[src/txtr_pkg.sv]
// Shared types, constants and the 5x7 font ROM of the text rasterizer.
// Used by the front, queue, back and top-level modules; no dependencies.
package txtr_pkg;

  localparam int GLYPH_ROWS = 7;
  localparam int GLYPH_COLS = 5;
  localparam int ADVANCE    = 6;
  localparam int ROW_W      = 40;
  localparam int GLYPHS     = 47;
  localparam int QDEPTH     = 2;

  localparam logic [5:0] GLYPH_DIGIT0 = 6'd26;
  localparam logic [5:0] GLYPH_COLON  = 6'd36;
  localparam logic [5:0] GLYPH_DOT    = 6'd37;
  localparam logic [5:0] GLYPH_SLASH  = 6'd38;
  localparam logic [5:0] GLYPH_MINUS  = 6'd39;
  localparam logic [5:0] GLYPH_PLUS   = 6'd40;
  localparam logic [5:0] GLYPH_STAR   = 6'd41;
  localparam logic [5:0] GLYPH_EQUAL  = 6'd42;
  localparam logic [5:0] GLYPH_CARET  = 6'd43;
  localparam logic [5:0] GLYPH_UNDER  = 6'd44;
  localparam logic [5:0] GLYPH_COMMA  = 6'd45;
  localparam logic [5:0] GLYPH_BLANK  = 6'd46;

  localparam logic [1:0] REG_ORIGIN_X   = 2'd0;
  localparam logic [1:0] REG_ORIGIN_Y   = 2'd1;
  localparam logic [1:0] REG_SCALE      = 2'd2;
  localparam logic [1:0] REG_DRAW_COLOR = 2'd3;

  localparam logic signed [16:0] COORD_MAX = 17'sd32767;

  typedef struct packed {
    logic [5:0] glyph;
    logic       first;
  } item_t;

  typedef struct packed {
    logic signed [15:0] origin_x;
    logic signed [15:0] origin_y;
    logic [3:0]         scale;
    logic [23:0]        color;
  } cfg_t;

  typedef enum logic {
    ST_IDLE,
    ST_RUN
  } back_state_t;

  // Top glyph row sits in the most significant five bits of each entry.
  localparam logic [6:0][4:0] FONT_ROM [GLYPHS] = '{
    {5'd14, 5'd17, 5'd17, 5'd31, 5'd17, 5'd17, 5'd17},
    {5'd30, 5'd17, 5'd17, 5'd30, 5'd17, 5'd17, 5'd30},
    {5'd14, 5'd17, 5'd16, 5'd16, 5'd16, 5'd17, 5'd14},
    {5'd30, 5'd17, 5'd17, 5'd17, 5'd17, 5'd17, 5'd30},
    {5'd31, 5'd16, 5'd16, 5'd30, 5'd16, 5'd16, 5'd31},
    {5'd31, 5'd16, 5'd16, 5'd30, 5'd16, 5'd16, 5'd16},
    {5'd14, 5'd17, 5'd16, 5'd23, 5'd17, 5'd17, 5'd15},
    {5'd17, 5'd17, 5'd17, 5'd31, 5'd17, 5'd17, 5'd17},
    {5'd31, 5'd4,  5'd4,  5'd4,  5'd4,  5'd4,  5'd31},
    {5'd1,  5'd1,  5'd1,  5'd1,  5'd17, 5'd17, 5'd14},
    {5'd17, 5'd18, 5'd20, 5'd24, 5'd20, 5'd18, 5'd17},
    {5'd16, 5'd16, 5'd16, 5'd16, 5'd16, 5'd16, 5'd31},
    {5'd17, 5'd27, 5'd21, 5'd21, 5'd17, 5'd17, 5'd17},
    {5'd17, 5'd25, 5'd21, 5'd19, 5'd17, 5'd17, 5'd17},
    {5'd14, 5'd17, 5'd17, 5'd17, 5'd17, 5'd17, 5'd14},
    {5'd30, 5'd17, 5'd17, 5'd30, 5'd16, 5'd16, 5'd16},
    {5'd14, 5'd17, 5'd17, 5'd17, 5'd21, 5'd18, 5'd13},
    {5'd30, 5'd17, 5'd17, 5'd30, 5'd20, 5'd18, 5'd17},
    {5'd15, 5'd16, 5'd16, 5'd14, 5'd1,  5'd1,  5'd30},
    {5'd31, 5'd4,  5'd4,  5'd4,  5'd4,  5'd4,  5'd4},
    {5'd17, 5'd17, 5'd17, 5'd17, 5'd17, 5'd17, 5'd14},
    {5'd17, 5'd17, 5'd17, 5'd17, 5'd17, 5'd10, 5'd4},
    {5'd17, 5'd17, 5'd17, 5'd21, 5'd21, 5'd21, 5'd10},
    {5'd17, 5'd17, 5'd10, 5'd4,  5'd10, 5'd17, 5'd17},
    {5'd17, 5'd17, 5'd10, 5'd4,  5'd4,  5'd4,  5'd4},
    {5'd31, 5'd1,  5'd2,  5'd4,  5'd8,  5'd16, 5'd31},
    {5'd14, 5'd17, 5'd19, 5'd21, 5'd25, 5'd17, 5'd14},
    {5'd4,  5'd12, 5'd4,  5'd4,  5'd4,  5'd4,  5'd14},
    {5'd14, 5'd17, 5'd1,  5'd2,  5'd4,  5'd8,  5'd31},
    {5'd30, 5'd1,  5'd1,  5'd14, 5'd1,  5'd1,  5'd30},
    {5'd2,  5'd6,  5'd10, 5'd18, 5'd31, 5'd2,  5'd2},
    {5'd31, 5'd16, 5'd30, 5'd1,  5'd1,  5'd17, 5'd14},
    {5'd6,  5'd8,  5'd16, 5'd30, 5'd17, 5'd17, 5'd14},
    {5'd31, 5'd1,  5'd2,  5'd4,  5'd8,  5'd8,  5'd8},
    {5'd14, 5'd17, 5'd17, 5'd14, 5'd17, 5'd17, 5'd14},
    {5'd14, 5'd17, 5'd17, 5'd15, 5'd1,  5'd2,  5'd12},
    {5'd0,  5'd4,  5'd4,  5'd0,  5'd4,  5'd4,  5'd0},
    {5'd0,  5'd0,  5'd0,  5'd0,  5'd0,  5'd12, 5'd12},
    {5'd1,  5'd1,  5'd2,  5'd4,  5'd8,  5'd16, 5'd16},
    {5'd0,  5'd0,  5'd0,  5'd31, 5'd0,  5'd0,  5'd0},
    {5'd0,  5'd4,  5'd4,  5'd31, 5'd4,  5'd4,  5'd0},
    {5'd0,  5'd21, 5'd14, 5'd31, 5'd14, 5'd21, 5'd0},
    {5'd0,  5'd0,  5'd31, 5'd0,  5'd31, 5'd0,  5'd0},
    {5'd4,  5'd10, 5'd17, 5'd0,  5'd0,  5'd0,  5'd0},
    {5'd0,  5'd0,  5'd0,  5'd0,  5'd0,  5'd0,  5'd31},
    {5'd0,  5'd0,  5'd0,  5'd0,  5'd0,  5'd4,  5'd8},
    {5'd0,  5'd0,  5'd0,  5'd0,  5'd0,  5'd0,  5'd0}
  };

endpackage

[src/txtr_front.sv]
// Front end: accepts characters, folds case and maps each to a font index.
// Depends on txtr_pkg; pushes classified items into txtr_queue.
module txtr_front import txtr_pkg::*; (
  input  logic       in_valid,
  output logic       in_ready,
  input  logic [7:0] in_char_code,
  input  logic       in_first,
  input  logic       q_full,
  output logic       q_push,
  output item_t      q_item
);

  logic [7:0] up_code;
  logic [5:0] glyph;

  always_comb begin
    up_code = in_char_code;
    if (in_char_code >= "a" && in_char_code <= "z") begin
      up_code = in_char_code - 8'd32;
    end
    if (up_code >= "A" && up_code <= "Z") begin
      glyph = 6'(up_code - "A");
    end else if (up_code >= "0" && up_code <= "9") begin
      glyph = GLYPH_DIGIT0 + 6'(up_code - "0");
    end else begin
      case (up_code)
        ":":     glyph = GLYPH_COLON;
        ".":     glyph = GLYPH_DOT;
        "/":     glyph = GLYPH_SLASH;
        "-":     glyph = GLYPH_MINUS;
        "+":     glyph = GLYPH_PLUS;
        "*":     glyph = GLYPH_STAR;
        "=":     glyph = GLYPH_EQUAL;
        "^":     glyph = GLYPH_CARET;
        "_":     glyph = GLYPH_UNDER;
        ",":     glyph = GLYPH_COMMA;
        default: glyph = GLYPH_BLANK;
      endcase
    end
  end

  assign in_ready     = !q_full;
  assign q_push       = in_valid && !q_full;
  assign q_item.glyph = glyph;
  assign q_item.first = in_first;

endmodule

[src/txtr_queue.sv]
// Two-entry queue of classified characters between front and back.
// Depends on txtr_pkg for the item type and depth.
module txtr_queue import txtr_pkg::*; (
  input  logic  clk,
  input  logic  rst_n,
  input  logic  push,
  input  item_t push_item,
  output logic  full,
  input  logic  pop,
  output logic  q_valid,
  output item_t q_item
);

  localparam int PW = $clog2(QDEPTH);

  item_t           mem_r [QDEPTH];
  logic [PW-1:0]   wr_ptr_r;
  logic [PW-1:0]   rd_ptr_r;
  logic [PW:0]     count_r;

  assign full    = count_r == (PW+1)'(QDEPTH);
  assign q_valid = count_r != '0;
  assign q_item  = mem_r[rd_ptr_r];

  always_ff @(posedge clk) begin
    if (push) begin
      mem_r[wr_ptr_r] <= push_item;
    end
    if (!rst_n) begin
      wr_ptr_r <= '0;
      rd_ptr_r <= '0;
      count_r  <= '0;
    end else begin
      if (push) begin
        wr_ptr_r <= (wr_ptr_r == PW'(QDEPTH - 1)) ? '0 : wr_ptr_r + 1'b1;
      end
      if (pop) begin
        rd_ptr_r <= (rd_ptr_r == PW'(QDEPTH - 1)) ? '0 : rd_ptr_r + 1'b1;
      end
      if (push && !pop) begin
        count_r <= count_r + 1'b1;
      end else if (pop && !push) begin
        count_r <= count_r - 1'b1;
      end
    end
  end

endmodule

[src/txtr_back.sv]
// Back end: row sequencer that emits each scaled glyph row into an output register.
// Depends on txtr_pkg for the font ROM, config struct and state type.
module txtr_back import txtr_pkg::*; (
  input  logic               clk,
  input  logic               rst_n,
  input  cfg_t               cfg,
  input  logic               q_valid,
  input  item_t              q_item,
  output logic               q_pop,
  output logic               out_valid,
  input  logic               out_ready,
  output logic signed [15:0] out_pixel_x,
  output logic signed [15:0] out_pixel_y,
  output logic [ROW_W-1:0]   out_row_bits,
  output logic [23:0]        out_row_color,
  output logic               out_last
);

  back_state_t        state_r, state_nxt;
  logic [5:0]         glyph_r, glyph_nxt;
  logic [2:0]         row_r, row_nxt;
  logic [3:0]         rep_r, rep_nxt;
  logic signed [16:0] y_r, y_nxt;
  logic signed [15:0] cursor_r, cursor_nxt;
  logic               out_valid_r, out_valid_nxt;
  logic signed [15:0] pixel_x_r, pixel_x_nxt;
  logic signed [15:0] pixel_y_r, pixel_y_nxt;
  logic [ROW_W-1:0]   row_bits_r, row_bits_nxt;
  logic [23:0]        color_r, color_nxt;
  logic               last_r, last_nxt;

  logic               rep_end;
  logic               row_end;
  logic signed [16:0] cursor_sum;
  logic [4:0]         glyph_row;

  function automatic logic [ROW_W-1:0] widen(input logic [4:0] row, input logic [3:0] s);
    logic [ROW_W-1:0] mask;
    logic [ROW_W-1:0] acc;
    logic [5:0]       sh;
    mask = (ROW_W'(1) << s) - ROW_W'(1);
    acc  = '0;
    for (int c = 0; c < GLYPH_COLS; c++) begin
      sh = 6'(GLYPH_COLS - 1 - c) * {2'b00, s};
      if (row[GLYPH_COLS-1-c]) begin
        acc = acc | (mask << sh);
      end
    end
    return acc;
  endfunction

  assign rep_end    = rep_r == cfg.scale - 4'd1;
  assign row_end    = row_r == 3'(GLYPH_ROWS - 1);
  assign glyph_row  = FONT_ROM[glyph_r][3'(GLYPH_ROWS - 1) - row_r];
  assign cursor_sum = 17'(cursor_r) + 17'(cfg.scale * 7'(ADVANCE));

  always_comb begin
    state_nxt     = state_r;
    glyph_nxt     = glyph_r;
    row_nxt       = row_r;
    rep_nxt       = rep_r;
    y_nxt         = y_r;
    cursor_nxt    = cursor_r;
    out_valid_nxt = out_valid_r && !out_ready;
    pixel_x_nxt   = pixel_x_r;
    pixel_y_nxt   = pixel_y_r;
    row_bits_nxt  = row_bits_r;
    color_nxt     = color_r;
    last_nxt      = last_r;
    q_pop         = 1'b0;
    case (state_r)
      ST_IDLE: begin
        if (q_valid) begin
          q_pop      = 1'b1;
          glyph_nxt  = q_item.glyph;
          row_nxt    = '0;
          rep_nxt    = '0;
          y_nxt      = 17'(cfg.origin_y);
          cursor_nxt = q_item.first ? cfg.origin_x : cursor_r;
          state_nxt  = ST_RUN;
        end
      end
      ST_RUN: begin
        if (!out_valid_r || out_ready) begin
          out_valid_nxt = 1'b1;
          pixel_x_nxt   = cursor_r;
          pixel_y_nxt   = (y_r > COORD_MAX) ? COORD_MAX[15:0] : y_r[15:0];
          row_bits_nxt  = widen(glyph_row, cfg.scale);
          color_nxt     = cfg.color;
          last_nxt      = row_end && rep_end;
          y_nxt         = y_r + 17'sd1;
          if (rep_end) begin
            rep_nxt = '0;
            row_nxt = row_r + 3'd1;
          end else begin
            rep_nxt = rep_r + 4'd1;
          end
          if (row_end && rep_end) begin
            cursor_nxt = (cursor_sum > COORD_MAX) ? COORD_MAX[15:0] : cursor_sum[15:0];
            state_nxt  = ST_IDLE;
          end
        end
      end
      default: begin
        state_nxt = ST_IDLE;
      end
    endcase
  end

  always_ff @(posedge clk) begin
    glyph_r    <= glyph_nxt;
    row_r      <= row_nxt;
    rep_r      <= rep_nxt;
    y_r        <= y_nxt;
    pixel_x_r  <= pixel_x_nxt;
    pixel_y_r  <= pixel_y_nxt;
    row_bits_r <= row_bits_nxt;
    color_r    <= color_nxt;
    last_r     <= last_nxt;
    if (!rst_n) begin
      state_r     <= ST_IDLE;
      cursor_r    <= '0;
      out_valid_r <= 1'b0;
    end else begin
      state_r     <= state_nxt;
      cursor_r    <= cursor_nxt;
      out_valid_r <= out_valid_nxt;
    end
  end

  assign out_valid     = out_valid_r;
  assign out_pixel_x   = pixel_x_r;
  assign out_pixel_y   = pixel_y_r;
  assign out_row_bits  = row_bits_r;
  assign out_row_color = color_r;
  assign out_last      = last_r;

endmodule

[src/scaled_5x7_text_rasterizer_core.sv]
// Scaled 5x7 text rasterizer: configuration registers, front, queue and back.
// A character passes the queue and is fetched by the back end in its idle state
// before its first row is registered. The back-end row sequencer emits one scaled
// row per cycle unless out_ready stalls it, then goes idle for the next character.
// Reset (rst_n, synchronous, active low) empties the queue and output register,
// clears the cursor and loads the register defaults.
module scaled_5x7_text_rasterizer_core import txtr_pkg::*; #(
  parameter int MAX_SCALE = 8
) (
  input  logic               clk,
  input  logic               rst_n,
  input  logic               in_valid,
  output logic               in_ready,
  input  logic [7:0]         in_char_code,
  input  logic               in_first,
  output logic               out_valid,
  input  logic               out_ready,
  output logic signed [15:0] out_pixel_x,
  output logic signed [15:0] out_pixel_y,
  output logic [ROW_W-1:0]   out_row_bits,
  output logic [23:0]        out_row_color,
  output logic               out_last,
  input  logic               cfg_valid,
  output logic               cfg_ready,
  input  logic [1:0]         cfg_index,
  input  logic [23:0]        cfg_data
);

  cfg_t  cfg_r;
  logic  q_full;
  logic  q_push;
  item_t push_item;
  logic  q_pop;
  logic  q_valid;
  item_t q_item;
  logic [3:0] scale_in;

  assign cfg_ready = 1'b1;
  assign scale_in  = cfg_data[3:0];

  always_ff @(posedge clk) begin
    if (!rst_n) begin
      cfg_r.origin_x <= '0;
      cfg_r.origin_y <= '0;
      cfg_r.scale    <= 4'd1;
      cfg_r.color    <= 24'hFFFFFF;
    end else if (cfg_valid) begin
      case (cfg_index)
        REG_ORIGIN_X:   cfg_r.origin_x <= cfg_data[15:0];
        REG_ORIGIN_Y:   cfg_r.origin_y <= cfg_data[15:0];
        REG_SCALE: begin
          if (scale_in == 4'd0) begin
            cfg_r.scale <= 4'd1;
          end else if (scale_in > 4'(MAX_SCALE)) begin
            cfg_r.scale <= 4'(MAX_SCALE);
          end else begin
            cfg_r.scale <= scale_in;
          end
        end
        REG_DRAW_COLOR: cfg_r.color <= cfg_data;
        default: begin
        end
      endcase
    end
  end

  txtr_front u_front (
    .in_valid     (in_valid),
    .in_ready     (in_ready),
    .in_char_code (in_char_code),
    .in_first     (in_first),
    .q_full       (q_full),
    .q_push       (q_push),
    .q_item       (push_item)
  );

  txtr_queue u_queue (
    .clk       (clk),
    .rst_n     (rst_n),
    .push      (q_push),
    .push_item (push_item),
    .full      (q_full),
    .pop       (q_pop),
    .q_valid   (q_valid),
    .q_item    (q_item)
  );

  txtr_back u_back (
    .clk           (clk),
    .rst_n         (rst_n),
    .cfg           (cfg_r),
    .q_valid       (q_valid),
    .q_item        (q_item),
    .q_pop         (q_pop),
    .out_valid     (out_valid),
    .out_ready     (out_ready),
    .out_pixel_x   (out_pixel_x),
    .out_pixel_y   (out_pixel_y),
    .out_row_bits  (out_row_bits),
    .out_row_color (out_row_color),
    .out_last      (out_last)
  );

`ifndef NO_ASSERTIONS
  a_unused_bits_zero: assert property (@(posedge clk) disable iff (!rst_n)
    out_valid |-> (out_row_bits >> ({2'b00, cfg_r.scale} * 6'd5)) == '0)
    else $error("row mask has bits beyond the scaled width");

  a_rows_continue: assert property (@(posedge clk) disable iff (!rst_n)
    (out_valid && out_ready && !out_last) |=> out_valid)
    else $error("gap inside a character's rows");

  a_scale_range: assert property (@(posedge clk) disable iff (!rst_n)
    cfg_r.scale != 4'd0 && cfg_r.scale <= 4'(MAX_SCALE))
    else $error("effective scale out of range");
`endif

endmodule

[config.mk]
export PLATFORM = sky130hd
export DESIGN_NAME = scaled_5x7_text_rasterizer_core
export DESIGN_NICKNAME = d
export VERILOG_FILES = /design/src/txtr_pkg.sv /design/src/txtr_front.sv /design/src/txtr_queue.sv /design/src/txtr_back.sv /design/src/scaled_5x7_text_rasterizer_core.sv
export SDC_FILE = /design/constraint.sdc
export NUM_CORES = 1
export LEC_CHECK = 0
export ABC_CLOCK_PERIOD_IN_PS = 8400
export BUFFER_PORTS_ARGS = -buffer_cell sky130_fd_sc_hd__buf_4
export CORE_ASPECT_RATIO = 0.5
export CORE_MARGIN = 10
export CORE_UTILIZATION = 55
export DETAILED_ROUTE_END_ITERATION = 7
export MAX_ROUTING_LAYER = met4
export PLACE_DENSITY = 0.74
export SLEW_MARGIN = 20
export SYNTH_ARGS = -nofsm -noshare
export SYNTH_HDL_FRONTEND = slang
export SYNTH_SLANG_ARGS = --single-unit
[constraint.sdc]
create_clock -name clk -period 8.4 [get_ports clk]
set_input_delay 0.84 -clock clk [delete_from_list [all_inputs] [get_ports clk]]
set_output_delay 0.84 -clock clk [all_outputs]
set_load 0.1 [all_outputs]
==> key figures <==
Yosys
  – Dominant cells by area after synthesis: sky130_fd_sc_hd__edfxtp_1 25%, sky130_fd_sc_hd__dfxtp_1 9.8%, sky130_fd_sc_hd__nand2_1 5.7%
  – Synth Instances: 2,043
  – Synth Register Bits: 224
  – Syn nets: 2,131
  – Fraction of registers with async set or reset after synthesis: 0
  – Warnings from Yosys: 0
  – Number of flops mapped to enable cells by yosys: 141
  – Portion of the post-synthesis area used by sequential elements: 0.349
  – List of most frequent post-synthesis cells: 257 x sky130_fd_sc_hd__nand2_1, 184 x sky130_fd_sc_hd__nor2_1, 159 x sky130_fd_sc_hd__a21oi_1
  – Most frequent cell after synthesis: sky130_fd_sc_hd__nand2_1
  – Top_reg_cell synth: sky130_fd_sc_hd__edfxtp_1
  – Mean area per synthesized cell: 8.26 sq um
  – Share of the synthesized area in the top cell type: 0.251
  – Yosys top cell by area: sky130_fd_sc_hd__edfxtp_1
  – Netlist Area Pre-Place: about 17,000 sq um
  – Library cells used by synthesis: 112

Worst setup path
  – Worst EP required: 8.69 ns
  – Critical Path End Type: flop
  – Highest net fanout along the worst path: 55
  – Arrival @ worst endpoint: 5.88 ns
  – CP Launch Type: flop
  – WS Path Type: flop to flop

Timing
  – Worst Tran Pin Value: 1.28 ns
  – Fin Hold WS: 0.425 ns
  – Setup violations, final: 0
  – Clock Skews: 0.0179 ns
  – Setup repair after global routing missed its margin: no
  – Worst slew slack as a fraction of its limit: 0.142
  – Post-route fraction of the period consumed by the critical path: 0.666
  – Min Clock Period, post-route: 5.59 ns
  – Fmax: ~180 MHz
  – Count of pins over their slew limit: 0
  – Setup TNS after final layout: 0 ns
  – Final Hold Fails: 0

GRT
  – Number of antenna violations at the first check in global routing: 0
  – Via count of the first global-routing pass: 15,269
  – Total routing usage reported by global routing: 0.316
  – Wire length of the first global-routing pass: 93,000 um
  – Overflow left after global routing: 0
  – Pin count of the biggest net entering global routing: 105

Die
  – Initial core utilization: 0.557
  – Total number of placement rows: 45
  – Die extent in y: 144 um
  – Full die area: 38,500 sq um
  – Die width: 268 um
  – Number of primary I/O pins: 140
  – CORE AREA: 30,300 sq um

CTS
  – Hold Buf Count CTS: 0
  – Clk slew on worst S/H paths: 0.07 ns
  – CTS Root Cell: sky130_fd_sc_hd__clkbuf_16
  – Count of H-tree levels built during CTS: 1
  – Clock insertion delay at the later pin of the skew report: 0.55 ns
  – CTS Buffer Depth: 3
  – PostCTS Resize Cnt: 0
  – Clock sinks: ~220
  – Clock tree from TritonCTS: done
  – Post-CTS setup buffers: 0
  – Cts bufs inserted: 22

Placement
  – Post-Place Cells: 2,444
  – Number of port buffers: 138
  – Area after DPL: 18,000 sq um
  – Routability Congestion: 1.10
  – HPWL after detailed placement: 43,300 um

Run
  – # Max-Cap Violations: 0

Run status
  – Run status: complete, no violations

Cells and area
  – Count of antenna diodes in the layout: 0
  – Nets@finish: 2,157
  – Final std cells w/o fill: 2,484
  – Fraction of final layout cells sized beyond drive strength 1: 0.145
  – Layout overhead on the synthesized area: 10.6%
  – Final design area excluding fillers: 18,700 sq um

Routing
  – Starting DRT DRC Count: 2,598
  – Vias post-DR: approximately 17,000
  – Remaining design rule violation count: 0
  – Iteration count of the initial detailed-routing pass: 6
  – Overall routed net length: 61,900 um
  – DRT antenna net count: 0
  – Average routed wire per standard cell: 24.9 um
  – Number of vias per cell after detailed routing: 6.83

Hold path
  – Type of the worst min-delay path: flop to flop

Pwr
  – P per Cell Area: 419 nW/um^2
  – Peak supply drop: 0.311 mV
  – Leak pwr: 0.00692 uW
  – Overall power of the completed layout: 7830 uW
[path summary, 6_finish.rpt]
check / from / endpoint / slack [ns] / cells past startpoint
hold / removal: cfg_r[21] / u_back.out_row_color[21] / 0.43 / 0
setup reg to reg: cfg_r[24] / u_back.out_row_bits[21] / 2.81 / 15
setup / recovery: cfg_r[24] / u_back.out_row_bits[21] / 2.81 / 15
hold reg to reg: cfg_r[21] / u_back.out_row_color[21] / 0.43 / 0
[logic make-up after synthesis]
logic type,Yosys count,synth area share
AOI/OAI and AO/OA,692,0.281
other,1,0.000222
adders and majority gates,50,0.0377
DFF,224,0.349
and+or+nand+nor,770,0.218
xor gates and xnor gates,39,0.0207
muxes,47,0.0362
buffers and inverters,220,0.0569
[placed cells by master, fill, tap and decap left out, types with 43 or more instances in the layout]
cell type and n:
sky130_fd_sc_hd__dfxtp_1 78, sky130_fd_sc_hd__nand2_1 257, sky130_fd_sc_hd__o21ai_0 120, sky130_fd_sc_hd__edfxtp_1 141, sky130_fd_sc_hd__ha_1 46, sky130_fd_sc_hd__buf_4 176
sky130_fd_sc_hd__nor2_1 184, sky130_fd_sc_hd__a21oi_1 159, sky130_fd_sc_hd__nand3_1 86, sky130_fd_sc_hd__a21boi_0 43
[critical path, stage by stage (launching register included)]
cell and delay (ns):
sky130_fd_sc_hd__dfxtp_4 0.72, sky130_fd_sc_hd__inv_1 0.13, sky130_fd_sc_hd__ha_1 0.23, sky130_fd_sc_hd__buf_4 0.22, sky130_fd_sc_hd__nor3b_2 0.25, sky130_fd_sc_hd__inv_1 0.09, sky130_fd_sc_hd__ha_1 0.53, sky130_fd_sc_hd__inv_1 0.30
sky130_fd_sc_hd__a211oi_2 0.89, sky130_fd_sc_hd__a211oi_2 0.37, sky130_fd_sc_hd__nor3_1 0.56, sky130_fd_sc_hd__a21oi_1 0.15, sky130_fd_sc_hd__a211oi_1 0.26, sky130_fd_sc_hd__a21o_1 0.14, sky130_fd_sc_hd__nor3_1 0.06, sky130_fd_sc_hd__a2111o_1 0.42
[power breakdown]
| group | total [uW] | switching (uW) | internal (uW) |
|---|---|---|---|
| Clock | 978 | 459 | 519 |
| Sequential | 1930 | 252 | 1680 |
| Combinational | 4920 | 3640 | 1280 |
| Total | 7830 | 4350 | 3480 |
[layer usage]
layer / track usage / part of all wire / vias up
met4: 0.130 / 0.046 / 0
met2: 0.481 / 0.45 / 1148
li1: - / - / 7644
met1: 0.411 / 0.40 / 7948
met5: - / 0 / -
met3: 0.0590 / 0.11 / 234
[area by class of cell]
class / count / area [sq um]
fill: 2670 / 11600
multi-input combinational: 1599 / 10100
sequential: 224 / 5900
timing repair buffer: 177 / 1340
clock buffer: 28 / 604
tap: 399 / 499
inverter: 45 / 169
clock inverter: 12 / 98.8
[registers in the layout, indices dropped and copies added (netlist names), 2 cells and up, named ones only]
name                  count
u_back.cursor_r          16
u_queue.mem_r            14
u_queue.count_r           2
u_back.out_pixel_x       16
u_back.y_r               17
u_back.glyph_r            6
u_back.out_pixel_y       16
u_back.out_row_bits      40
u_back.out_row_color     24
u_back.row_r              3
cfg_r                    60
u_back.rep_r              4
[per-stage QoR]
step / setup WS, ns / util
2_1_floorplan: 1.11 / -
3_3_place_gp: 3.16 / 0.593
3_5_place_dp: 3.03 / 0.593
4_1_cts: 2.98 / 0.616
5_1_grt: 2.44 / 0.616
6_report: 2.81 / 0.616
Power figures use the tool's default switching activity.
